### config.mk
export PLATFORM = sky130hd
export DESIGN_NAME = rv32i_instruction_decoder_unit_flat
export DESIGN_NICKNAME = d
export VERILOG_FILES = /design/src/sv/rvid_pkg.sv /design/src/sv/rvid_req_if.sv /design/src/sv/rvid_rsp_if.sv /design/src/sv/rvid_decode.sv /design/src/sv/rv32i_instruction_decoder_unit.sv /design/src/flat_wrapper.sv
export VERILOG_INCLUDE_DIRS = /design/src /design/src/sv
export SDC_FILE = /design/constraint.sdc
export NUM_CORES = 1
export LEC_CHECK = 0
export ABC_CLOCK_PERIOD_IN_PS = 6700
export CORE_MARGIN = 2
export CORE_UTILIZATION = 48
export CTS_CLUSTER_SIZE = 12
export DETAILED_ROUTE_END_ITERATION = 6
export DONT_BUFFER_PORTS = 1
export SETUP_SLACK_MARGIN = 0.02
export SLEW_MARGIN = 20
export SYNTH_ARGS = -nofsm -noshare
export SYNTH_HDL_FRONTEND = slang
export SYNTH_SLANG_ARGS = --single-unit
### constraint.sdc
create_clock -name clock -period 6.7 [get_ports clock]
set_input_delay 1.34 -clock clock [delete_from_list [all_inputs] [get_ports clock]]
set_output_delay 1.34 -clock clock [all_outputs]
set_load 0.01 [all_outputs]
### src/sv/rv32i_instruction_decoder_unit_macros.svh
// ---------------------------------------------------------------------------
// RV32I decoder assertion macros
// Concurrent check helpers shared by the decoder RTL.
// ---------------------------------------------------------------------------
`ifndef RV32I_INSTRUCTION_DECODER_UNIT_MACROS_SVH
`define RV32I_INSTRUCTION_DECODER_UNIT_MACROS_SVH

// same-cycle implication, checked outside reset
`define RVID_ASSERT_IMP(label, clk, rst, ante, cons, msg) \
   label: assert property (@(posedge clk) disable iff (rst) (ante) |-> (cons)) \
      else $error(msg);

// next-cycle implication, checked outside reset
`define RVID_ASSERT_NXT(label, clk, rst, ante, cons, msg) \
   label: assert property (@(posedge clk) disable iff (rst) (ante) |=> (cons)) \
      else $error(msg);

`endif

### src/sv/rvid_pkg.sv
// ---------------------------------------------------------------------------
// RV32I decoder package
// Opcodes, class and operation codes, result type and immediate helpers.
// ---------------------------------------------------------------------------
`default_nettype none

package rvid_pkg;

   localparam int unsigned InstrWidth = 32;

   // major opcodes
   localparam logic [6:0] OPC_LUI    = 7'h37;
   localparam logic [6:0] OPC_AUIPC  = 7'h17;
   localparam logic [6:0] OPC_JAL    = 7'h6F;
   localparam logic [6:0] OPC_JALR   = 7'h67;
   localparam logic [6:0] OPC_OP_IMM = 7'h13;
   localparam logic [6:0] OPC_OP     = 7'h33;
   localparam logic [6:0] OPC_BRANCH = 7'h63;
   localparam logic [6:0] OPC_STORE  = 7'h23;
   localparam logic [6:0] OPC_LOAD   = 7'h03;
   localparam logic [6:0] OPC_FENCE  = 7'h0F;

   localparam logic [6:0] F7_BASE = 7'h00;
   localparam logic [6:0] F7_ALT  = 7'h20;

   // instruction classes
   localparam logic [3:0] CLASS_LUI     = 4'd0;
   localparam logic [3:0] CLASS_JAL     = 4'd1;
   localparam logic [3:0] CLASS_JALR    = 4'd2;
   localparam logic [3:0] CLASS_AUIPC   = 4'd3;
   localparam logic [3:0] CLASS_INT_IMM = 4'd4;
   localparam logic [3:0] CLASS_INT_REG = 4'd5;
   localparam logic [3:0] CLASS_BRANCH  = 4'd6;
   localparam logic [3:0] CLASS_STORE   = 4'd7;
   localparam logic [3:0] CLASS_LOAD    = 4'd8;
   localparam logic [3:0] CLASS_FENCE   = 4'd9;

   // operations
   localparam logic [4:0] OP_UNKNOWN = 5'd0;
   localparam logic [4:0] OP_ADD     = 5'd1;
   localparam logic [4:0] OP_SUB     = 5'd2;
   localparam logic [4:0] OP_SLL     = 5'd3;
   localparam logic [4:0] OP_SLT     = 5'd4;
   localparam logic [4:0] OP_SLTU    = 5'd5;
   localparam logic [4:0] OP_XOR     = 5'd6;
   localparam logic [4:0] OP_SRL     = 5'd7;
   localparam logic [4:0] OP_SRA     = 5'd8;
   localparam logic [4:0] OP_OR      = 5'd9;
   localparam logic [4:0] OP_AND     = 5'd10;
   localparam logic [4:0] OP_MEM_B   = 5'd11;
   localparam logic [4:0] OP_MEM_H   = 5'd12;
   localparam logic [4:0] OP_MEM_W   = 5'd13;
   localparam logic [4:0] OP_MEM_BU  = 5'd14;
   localparam logic [4:0] OP_MEM_HU  = 5'd15;
   localparam logic [4:0] OP_BR_EQ   = 5'd16;
   localparam logic [4:0] OP_BR_NE   = 5'd17;
   localparam logic [4:0] OP_BR_LT   = 5'd18;
   localparam logic [4:0] OP_BR_GE   = 5'd19;
   localparam logic [4:0] OP_BR_LTU  = 5'd20;
   localparam logic [4:0] OP_BR_GEU  = 5'd21;

   // funct3 codes
   localparam logic [2:0] F3_ADD  = 3'd0;
   localparam logic [2:0] F3_SLL  = 3'd1;
   localparam logic [2:0] F3_SLT  = 3'd2;
   localparam logic [2:0] F3_SLTU = 3'd3;
   localparam logic [2:0] F3_XOR  = 3'd4;
   localparam logic [2:0] F3_SR   = 3'd5;
   localparam logic [2:0] F3_OR   = 3'd6;
   localparam logic [2:0] F3_AND  = 3'd7;
   localparam logic [2:0] F3_MEM_B  = 3'd0;
   localparam logic [2:0] F3_MEM_H  = 3'd1;
   localparam logic [2:0] F3_MEM_W  = 3'd2;
   localparam logic [2:0] F3_MEM_BU = 3'd4;
   localparam logic [2:0] F3_MEM_HU = 3'd5;
   localparam logic [2:0] F3_BR_EQ  = 3'd0;
   localparam logic [2:0] F3_BR_NE  = 3'd1;
   localparam logic [2:0] F3_BR_LT  = 3'd4;
   localparam logic [2:0] F3_BR_GE  = 3'd5;
   localparam logic [2:0] F3_BR_LTU = 3'd6;
   localparam logic [2:0] F3_BR_GEU = 3'd7;

   typedef struct packed {
      logic [3:0]         inst_class;
      logic [4:0]         operation;
      logic signed [31:0] immediate;
      logic [4:0]         dest_reg;
      logic [4:0]         src1_reg;
      logic [4:0]         src2_reg;
      logic [2:0]         minor_op;
      logic [6:0]         major_op;
      logic               decode_error;
   } decode_result_type;

   function automatic logic [4:0] alu_op(input logic [2:0] f3);
      logic [4:0] op;
      case (f3)
         F3_ADD:  op = OP_ADD;
         F3_SLL:  op = OP_SLL;
         F3_SLT:  op = OP_SLT;
         F3_SLTU: op = OP_SLTU;
         F3_XOR:  op = OP_XOR;
         F3_SR:   op = OP_SRL;
         F3_OR:   op = OP_OR;
         default: op = OP_AND;
      endcase
      return op;
   endfunction

   function automatic logic [31:0] imm_i(input logic [31:0] w);
      return {{20{w[31]}}, w[31:20]};
   endfunction

   function automatic logic [31:0] imm_s(input logic [31:0] w);
      return {{20{w[31]}}, w[31:25], w[11:7]};
   endfunction

   function automatic logic [31:0] imm_b(input logic [31:0] w);
      return {{19{w[31]}}, w[31], w[7], w[30:25], w[11:8], 1'b0};
   endfunction

   function automatic logic [31:0] imm_u(input logic [31:0] w);
      return {w[31:12], 12'b0};
   endfunction

   function automatic logic [31:0] imm_j(input logic [31:0] w);
      return {{11{w[31]}}, w[31], w[19:12], w[20], w[30:21], 1'b0};
   endfunction

endpackage

`default_nettype wire

### src/sv/rvid_req_if.sv
// ---------------------------------------------------------------------------
// RV32I decoder request channel
// Valid/ready channel carrying one raw instruction word per transfer.
// ---------------------------------------------------------------------------
`default_nettype none

interface rvid_req_if;
   logic        valid;
   logic        ready;
   logic [31:0] instr_word;

   modport source (output valid, output instr_word, input ready);
   modport sink   (input valid, input instr_word, output ready);
endinterface

`default_nettype wire

### src/sv/rvid_rsp_if.sv
// ---------------------------------------------------------------------------
// RV32I decoder response channel
// Valid/ready channel carrying one decoded instruction per transfer.
// ---------------------------------------------------------------------------
`default_nettype none

interface rvid_rsp_if;
   logic               valid;
   logic               ready;
   logic [3:0]         inst_class;
   logic [4:0]         operation;
   logic signed [31:0] immediate;
   logic [4:0]         dest_reg;
   logic [4:0]         src1_reg;
   logic [4:0]         src2_reg;
   logic [2:0]         minor_op;
   logic [6:0]         major_op;
   logic               decode_error;

   modport source (output valid, output inst_class, output operation, output immediate,
                   output dest_reg, output src1_reg, output src2_reg, output minor_op,
                   output major_op, output decode_error, input ready);
   modport sink   (input valid, input inst_class, input operation, input immediate,
                   input dest_reg, input src1_reg, input src2_reg, input minor_op,
                   input major_op, input decode_error, output ready);
endinterface

`default_nettype wire

### src/sv/rvid_decode.sv
// ---------------------------------------------------------------------------
// RV32I decoder core
// Combinational decode of one instruction word into its fields.
// ---------------------------------------------------------------------------
`default_nettype none

module rvid_decode
   import rvid_pkg::*;
(
   input  wire logic [31:0]       instr_word,
   output decode_result_type      result
);

   logic [6:0] opcode;
   logic [4:0] rd;
   logic [4:0] rs1;
   logic [4:0] rs2;
   logic [2:0] f3;
   logic [6:0] f7;

   assign opcode = instr_word[6:0];
   assign rd     = instr_word[11:7];
   assign rs1    = instr_word[19:15];
   assign rs2    = instr_word[24:20];
   assign f3     = instr_word[14:12];
   assign f7     = instr_word[31:25];

   always_comb begin
      result = '0;
      case (opcode)
         OPC_LUI, OPC_AUIPC: begin
            result.inst_class = (opcode == OPC_LUI) ? CLASS_LUI : CLASS_AUIPC;
            result.immediate  = $signed(imm_u(instr_word));
            result.dest_reg   = rd;
            result.operation  = OP_ADD;
         end
         OPC_JAL: begin
            result.inst_class = CLASS_JAL;
            result.immediate  = $signed(imm_j(instr_word));
            result.dest_reg   = rd;
            result.operation  = OP_ADD;
         end
         OPC_JALR: begin
            result.inst_class = CLASS_JALR;
            result.immediate  = $signed(imm_i(instr_word));
            result.dest_reg   = rd;
            result.src1_reg   = rs1;
            result.minor_op   = f3;
         end
         OPC_OP_IMM: begin
            result.inst_class = CLASS_INT_IMM;
            result.immediate  = $signed(imm_i(instr_word));
            result.dest_reg   = rd;
            result.src1_reg   = rs1;
            result.minor_op   = f3;
            if (f3 inside {F3_SLL, F3_SR}) begin
               // shifts: upper immediate bits act as funct7
               if (f7 == F7_BASE) begin
                  result.operation = (f3 == F3_SLL) ? OP_SLL : OP_SRL;
                  result.immediate = $signed({27'b0, rs2});
               end else if (f7 == F7_ALT && f3 == F3_SR) begin
                  result.operation = OP_SRA;
                  result.immediate = $signed({27'b0, rs2});
               end else begin
                  result.decode_error = 1'b1;
               end
            end else begin
               result.operation = alu_op(f3);
            end
         end
         OPC_OP: begin
            result.inst_class = CLASS_INT_REG;
            result.dest_reg   = rd;
            result.src1_reg   = rs1;
            result.src2_reg   = rs2;
            result.minor_op   = f3;
            result.major_op   = f7;
            if (f7 == F7_BASE) begin
               result.operation = alu_op(f3);
            end else if (f7 == F7_ALT && f3 == F3_ADD) begin
               result.operation = OP_SUB;
            end else if (f7 == F7_ALT && f3 == F3_SR) begin
               result.operation = OP_SRA;
            end else begin
               result.decode_error = 1'b1;
            end
         end
         OPC_BRANCH: begin
            result.inst_class = CLASS_BRANCH;
            result.immediate  = $signed(imm_b(instr_word));
            result.src1_reg   = rs1;
            result.src2_reg   = rs2;
            result.minor_op   = f3;
            case (f3)
               F3_BR_EQ:  result.operation = OP_BR_EQ;
               F3_BR_NE:  result.operation = OP_BR_NE;
               F3_BR_LT:  result.operation = OP_BR_LT;
               F3_BR_GE:  result.operation = OP_BR_GE;
               F3_BR_LTU: result.operation = OP_BR_LTU;
               F3_BR_GEU: result.operation = OP_BR_GEU;
               default:   result.decode_error = 1'b1;
            endcase
         end
         OPC_STORE: begin
            result.inst_class = CLASS_STORE;
            result.immediate  = $signed(imm_s(instr_word));
            result.src1_reg   = rs1;
            result.src2_reg   = rs2;
            result.minor_op   = f3;
            case (f3)
               F3_MEM_B: result.operation = OP_MEM_B;
               F3_MEM_H: result.operation = OP_MEM_H;
               F3_MEM_W: result.operation = OP_MEM_W;
               default:  result.decode_error = 1'b1;
            endcase
         end
         OPC_LOAD: begin
            result.inst_class = CLASS_LOAD;
            result.immediate  = $signed(imm_i(instr_word));
            result.dest_reg   = rd;
            result.src1_reg   = rs1;
            result.minor_op   = f3;
            case (f3)
               F3_MEM_B:  result.operation = OP_MEM_B;
               F3_MEM_H:  result.operation = OP_MEM_H;
               F3_MEM_W:  result.operation = OP_MEM_W;
               F3_MEM_BU: result.operation = OP_MEM_BU;
               F3_MEM_HU: result.operation = OP_MEM_HU;
               default:   result.decode_error = 1'b1;
            endcase
         end
         OPC_FENCE: begin
            result.inst_class = CLASS_FENCE;
         end
         default: begin
            result.decode_error = 1'b1;
         end
      endcase
   end

endmodule

`default_nettype wire

### src/sv/rv32i_instruction_decoder_unit.sv
// ---------------------------------------------------------------------------
// RV32I instruction decoder unit
// Registered decode stage: input register, decode logic, result register.
// ---------------------------------------------------------------------------
// Usage:
//   req carries one 32-bit instruction word per transfer (valid/ready).
//   rsp carries the decoded instruction: class, operation, immediate,
//   register numbers, funct3/funct7 and an error flag for words that are
//   not valid RV32I.
//   A word accepted on req enters the input register, is decoded there
//   combinationally and is captured in the result register, from which it
//   is offered on rsp.
//   Throughput: one word per cycle, sustained, as long as rsp is taken.
//   req.ready stays high while the input register is empty or can move
//   into the result register this cycle.
//   When rsp stalls, the result register holds its item and the input
//   register can still take one more word; then req.ready drops until
//   the result is taken.
//   Reset (synchronous, active high) empties both registers; no item is
//   lost or repeated across a stall.
// ---------------------------------------------------------------------------
`default_nettype none
`include "rv32i_instruction_decoder_unit_macros.svh"

module rv32i_instruction_decoder_unit
   import rvid_pkg::*;
(
   input wire logic    clock,
   input wire logic    reset,
   rvid_req_if.sink    req,
   rvid_rsp_if.source  rsp
);

   logic              s1_valid_ff;
   logic              s1_valid_in;
   logic [31:0]       s1_word_ff;
   logic [31:0]       s1_word_in;
   logic              rsp_valid_ff;
   logic              rsp_valid_in;
   decode_result_type rsp_ff;
   decode_result_type rsp_in;
   decode_result_type dec_result;
   logic              out_free;
   logic              s1_free;

   assign out_free  = !rsp_valid_ff || rsp.ready;
   assign s1_free   = !s1_valid_ff || out_free;
   assign req.ready = s1_free;

   rvid_decode u_decode (
      .instr_word (s1_word_ff),
      .result     (dec_result)
   );

   always_comb begin
      s1_valid_in  = s1_valid_ff;
      s1_word_in   = s1_word_ff;
      rsp_valid_in = rsp_valid_ff;
      rsp_in       = rsp_ff;
      if (s1_free) begin
         s1_valid_in = req.valid;
         s1_word_in  = req.instr_word;
      end
      if (out_free) begin
         rsp_valid_in = s1_valid_ff;
         rsp_in       = dec_result;
      end
   end

   always_ff @(posedge clock) begin
      if (reset) begin
         s1_valid_ff  <= 1'b0;
         rsp_valid_ff <= 1'b0;
      end else begin
         s1_valid_ff  <= s1_valid_in;
         rsp_valid_ff <= rsp_valid_in;
      end
      s1_word_ff <= s1_word_in;
      rsp_ff     <= rsp_in;
   end

   assign rsp.valid        = rsp_valid_ff;
   assign rsp.inst_class   = rsp_ff.inst_class;
   assign rsp.operation    = rsp_ff.operation;
   assign rsp.immediate    = rsp_ff.immediate;
   assign rsp.dest_reg     = rsp_ff.dest_reg;
   assign rsp.src1_reg     = rsp_ff.src1_reg;
   assign rsp.src2_reg     = rsp_ff.src2_reg;
   assign rsp.minor_op     = rsp_ff.minor_op;
   assign rsp.major_op     = rsp_ff.major_op;
   assign rsp.decode_error = rsp_ff.decode_error;

   // a decoded word moving out of the input register must show up on rsp
   `RVID_ASSERT_NXT(a_s1_moves_out, clock, reset,
      s1_valid_ff && out_free, rsp_valid_ff, "input register item lost")
   // every rejected word carries no operation
   `RVID_ASSERT_IMP(a_err_no_op, clock, reset,
      rsp_valid_ff && rsp_ff.decode_error, rsp_ff.operation == OP_UNKNOWN,
      "error with operation set")
   // fence never flags an error
   `RVID_ASSERT_IMP(a_fence_ok, clock, reset,
      rsp_valid_ff && rsp_ff.inst_class == CLASS_FENCE,
      !rsp_ff.decode_error && rsp_ff.operation == OP_UNKNOWN, "bad fence decode")
   // valid immediate shifts carry only a 5-bit shift amount
   `RVID_ASSERT_IMP(a_shamt_narrow, clock, reset,
      rsp_valid_ff && rsp_ff.inst_class == CLASS_INT_IMM &&
      (rsp_ff.operation == OP_SLL || rsp_ff.operation == OP_SRL ||
       rsp_ff.operation == OP_SRA),
      rsp_ff.immediate[31:5] == 27'd0, "shift amount too wide")

endmodule

`default_nettype wire

### src/flat_wrapper.sv
// flat-port wrapper written by rule: the top's interface ports become plain ports
module rv32i_instruction_decoder_unit_flat import rvid_pkg::*;
  (clock, reset, req_valid, req_instr_word, req_ready, rsp_valid, rsp_inst_class, rsp_operation, rsp_immediate, rsp_dest_reg, rsp_src1_reg, rsp_src2_reg, rsp_minor_op, rsp_major_op, rsp_decode_error, rsp_ready);
  rvid_req_if req_i ();
  rvid_rsp_if rsp_i ();
  input wire logic clock;
  input wire logic reset;
  input wire logic [$bits(req_i.valid)-1:0] req_valid;
  input wire logic [$bits(req_i.instr_word)-1:0] req_instr_word;
  output wire logic [$bits(req_i.ready)-1:0] req_ready;
  output wire logic [$bits(rsp_i.valid)-1:0] rsp_valid;
  output wire logic [$bits(rsp_i.inst_class)-1:0] rsp_inst_class;
  output wire logic [$bits(rsp_i.operation)-1:0] rsp_operation;
  output wire logic [$bits(rsp_i.immediate)-1:0] rsp_immediate;
  output wire logic [$bits(rsp_i.dest_reg)-1:0] rsp_dest_reg;
  output wire logic [$bits(rsp_i.src1_reg)-1:0] rsp_src1_reg;
  output wire logic [$bits(rsp_i.src2_reg)-1:0] rsp_src2_reg;
  output wire logic [$bits(rsp_i.minor_op)-1:0] rsp_minor_op;
  output wire logic [$bits(rsp_i.major_op)-1:0] rsp_major_op;
  output wire logic [$bits(rsp_i.decode_error)-1:0] rsp_decode_error;
  input wire logic [$bits(rsp_i.ready)-1:0] rsp_ready;
  assign req_i.valid = req_valid;
  assign req_i.instr_word = req_instr_word;
  assign req_ready = req_i.ready;
  assign rsp_valid = rsp_i.valid;
  assign rsp_inst_class = rsp_i.inst_class;
  assign rsp_operation = rsp_i.operation;
  assign rsp_immediate = rsp_i.immediate;
  assign rsp_dest_reg = rsp_i.dest_reg;
  assign rsp_src1_reg = rsp_i.src1_reg;
  assign rsp_src2_reg = rsp_i.src2_reg;
  assign rsp_minor_op = rsp_i.minor_op;
  assign rsp_major_op = rsp_i.major_op;
  assign rsp_decode_error = rsp_i.decode_error;
  assign rsp_i.ready = rsp_ready;
  rv32i_instruction_decoder_unit u_core (.clock(clock), .reset(reset), .req(req_i), .rsp(rsp_i));
endmodule
==> results.json <==
{
  "postSynthAreaPerCell_sq_um": 13.5,
  "die_y_um": 101,
  "crit_fanout": 33,
  "min_period_ns": 3.30,
  "gp_congestion": 0.900,
  "hold_path_class": "reg2reg",
  "cts_buffer_depth": 2,
  "yosysTopAreaCellShare_pct": 66.1,
  "drt-initial-drc-count": 191,
  "yosysTopAreaCell": "edfxtp_1",
  "die_w_um": 101,
  "cts.clk_slew.worst_paths_ns": 0.10,
  "worstPathArrival_ns": 1.96,
  "crit_path_end_kind": "output pin",
  "rsz0062_at_grt": "false",
  "cts_tree": "done",
  "setup-violations-final": 0,
  "syn_nets": 373,
  "routed_wl_um": 9350,
  "cp.required_ns": 5.36,
  "worst_pin_slew_ns": 0.916,
  "dr.pass1.iters": 4,
  "portBuffers": 0,
  "top_usage_layer": "met2",
  "cts_buffers": 9,
  "synth_area_leaders": "edfxtp_1 (66%), a21o_1 (3.3%), and2_1 (3.2%)",
  "fin_setup_tns_ns": 0,
  "nNetsFinal": 365,
  "pwr-share-clk_pct": 30.5,
  "synth_cells": 332,
  "gr-total-overflow": 0,
  "fin_cells": 440,
  "grt_max_degree": 35,
  "postCtsSetupBuffers": 0,
  "dp_cells": 424,
  "met3_usage_pct": 5.96,
  "root_buffer": "clkbuf_8",
  "synthFlopType": "edfxtp_1",
  "power.density_nw_per_um2": 249,
  "vias": 2682,
  "seq_area_frac_synth_pct": 67.0,
  "syn-cell-area_sq_um": 4500,
  "drive_gt1_share_pct": 8.81,
  "antenna_found_initial": 0,
  "power.leakage_nw": 1.89,
  "wire_per_inst_um": 21.2,
  "comb_power_share_pct": 4.6,
  "start_util_pct": 49.1,
  "fin_skew_ns": 0.0108,
  "grt_pass1_wl_um": 14200,
  "grt_use_total_pct": 18.8,
  "vias_per_cell": 6.10,
  "p_switching_mw": 0.294,
  "finalMaxSlewViolations": 0,
  "core_area_sq_um": 9150,
  "insertion_delay_ns": 0.37,
  "antenna_cells": 0,
  "critical_path_class": "in2out",
  "met1_usage_pct": 26.3,
  "hold_viol": 0,
  "critPathLaunchType": "input pin",
  "hold_buffers": 0,
  "maxCapViolCount": 0,
  "fin_crit_sh_pct": 49.2,
  "grt_pass1_vias": 2503,
  "sw_frac_of_total_pct": 24.9,
  "die_area_sq_um": 10200,
  "ir_drop_v": 0.000147,
  "ys_types": 55,
  "num_rows": 35,
  "grt_use_met2_pct": 28.6,
  "sequentialPowerShare_pct": 64.8,
  "async_reset_ff_share_pct": 0,
  "postCtsResizedCells": 0,
  "yosys_warnings": 0,
  "relSlewSlack_pct": 38.9,
  "postRouteAntennaNets": 0,
  "intPower_mw": 0.887,
  "synth-seq-cells": 101,
  "cts.htree.levels": 3,
  "synth_edf_count": 99,
  "status": "complete, no violations",
  "cts.sinks": 101,
  "max_clock_freq_mhz": 303,
  "ios": 105,
  "route.detailed.drc": 0,
  "syn_to_final_growth_pct": 5.40,
  "dp_hpwl_um": 6330
}
==> synthesized netlist by cell type (5+ instances only) <==
library cell and number:
edfxtp_1 99, and2_1 23, a21o_1 20, a21oi_1 17, nand2_1 15, nor2_1 15
clkbuf_1 12, o21ai_0 11, nor3_1 9, inv_1 8, buf_2 7, a211oi_1 5
a22o_1 5, and3_1 5, ha_1 5, nor3b_2 5, or3_1 5
==> power groups by stage <==
stage / registers, mW / logic [mW] / clock network, mW
2_1_floorplan: 0.761 / 0.0540 / 0
3_3_place_gp: 0.780 / 0.0542 / 0
3_5_place_dp: 0.780 / 0.0546 / 0
4_1_cts: 0.766 / 0.0549 / 0.370
5_1_grt: 0.771 / 0.0611 / 0.397
6_report: 0.765 / 0.0548 / 0.361
==> layer usage <==
metal | vias to the layer above | share of wire, %
li1 | 1247 | -
met1 | 1313 | 44
met2 | 106 | 48
met3 | 16 | 6.6
met4 | 0 | 1.6
met5 | - | 0
==> cell usage in the layout (no fill, tap or decap), types with 3 or more instances in the layout <==
cell,instances
buf_4,3
inv_1,7
nand2_1,14
nor2_1,15
and2_1,23
nand2b_1,3
nor3_1,9
nor4_1,4
and3_1,5
clkbuf_8,9
a21o_1,20
nor3b_2,5
ha_1,5
a211oi_1,5
nand4b_1,3
or3_1,5
nand4_1,3
a21oi_1,17
edfxtp_1,99
a22o_1,5
o21ai_0,11
nand3_1,4
nor3b_1,3
nor2b_1,4
==> metrics by stage <==
step / power, mW / hold slack (ns) / util [%] / cell area (sq um) / setup slack [ns]
after floorplan: 0.815 / 0.463 / - / 4500 / 3.19
after global placement: 0.834 / 0.503 / 49.7 / 4550 / 3.41
after detailed placement: 0.835 / 0.517 / 49.7 / 4550 / 3.39
after CTS: 1.19 / 0.531 / 51.8 / 4740 / 3.40
after global routing: 1.23 / 0.574 / 51.8 / 4740 / 3.31
final: 1.18 / 0.529 / 51.8 / 4740 / 3.40
==> layout make-up <==
cell class,instances,area [sq um]
clock buffers,10,128
clock inverters,6,57.6
well taps,111,139
repair buffers,3,22.5
flip-flops and latches,101,3010
inverters,8,30.0
multi-input cells,201,1350
fillers,782,4410
==> logic make-up after synthesis <==
kind of cell | after synthesis | synth area share (%)
XOR/XNOR | 4 | 0.779
buffers and inverters | 30 | 3.03
flip-flops | 101 | 67.0
AO/OA/AOI/OAI | 79 | 12.2
multiplexers | 1 | 0.223
AND/OR/NAND/NOR | 112 | 15.4
adder cells (fa/ha/maj) | 5 | 1.39
==> worst paths after layout <==
kind                                                 to                  start  slack [ns]  depth (start not counted)
worst min-delay path                   u_core.rsp.valid     u_core.s1_valid_ff        0.53                          2
worst min register to register         u_core.rsp.valid     u_core.s1_valid_ff        0.53                          2
worst max-delay path                          req_ready              rsp_ready        3.40                          3
worst max register to register  u_core.rsp.operation[1]  u_core.s1_word_ff[13]        4.23                          5
==> critical path, cell delays in order <==
cell	delay (ns)
nor2b_1	0.25
nand2_2	0.07
buf_4	0.27
Power figures use the tool's default switching activity.
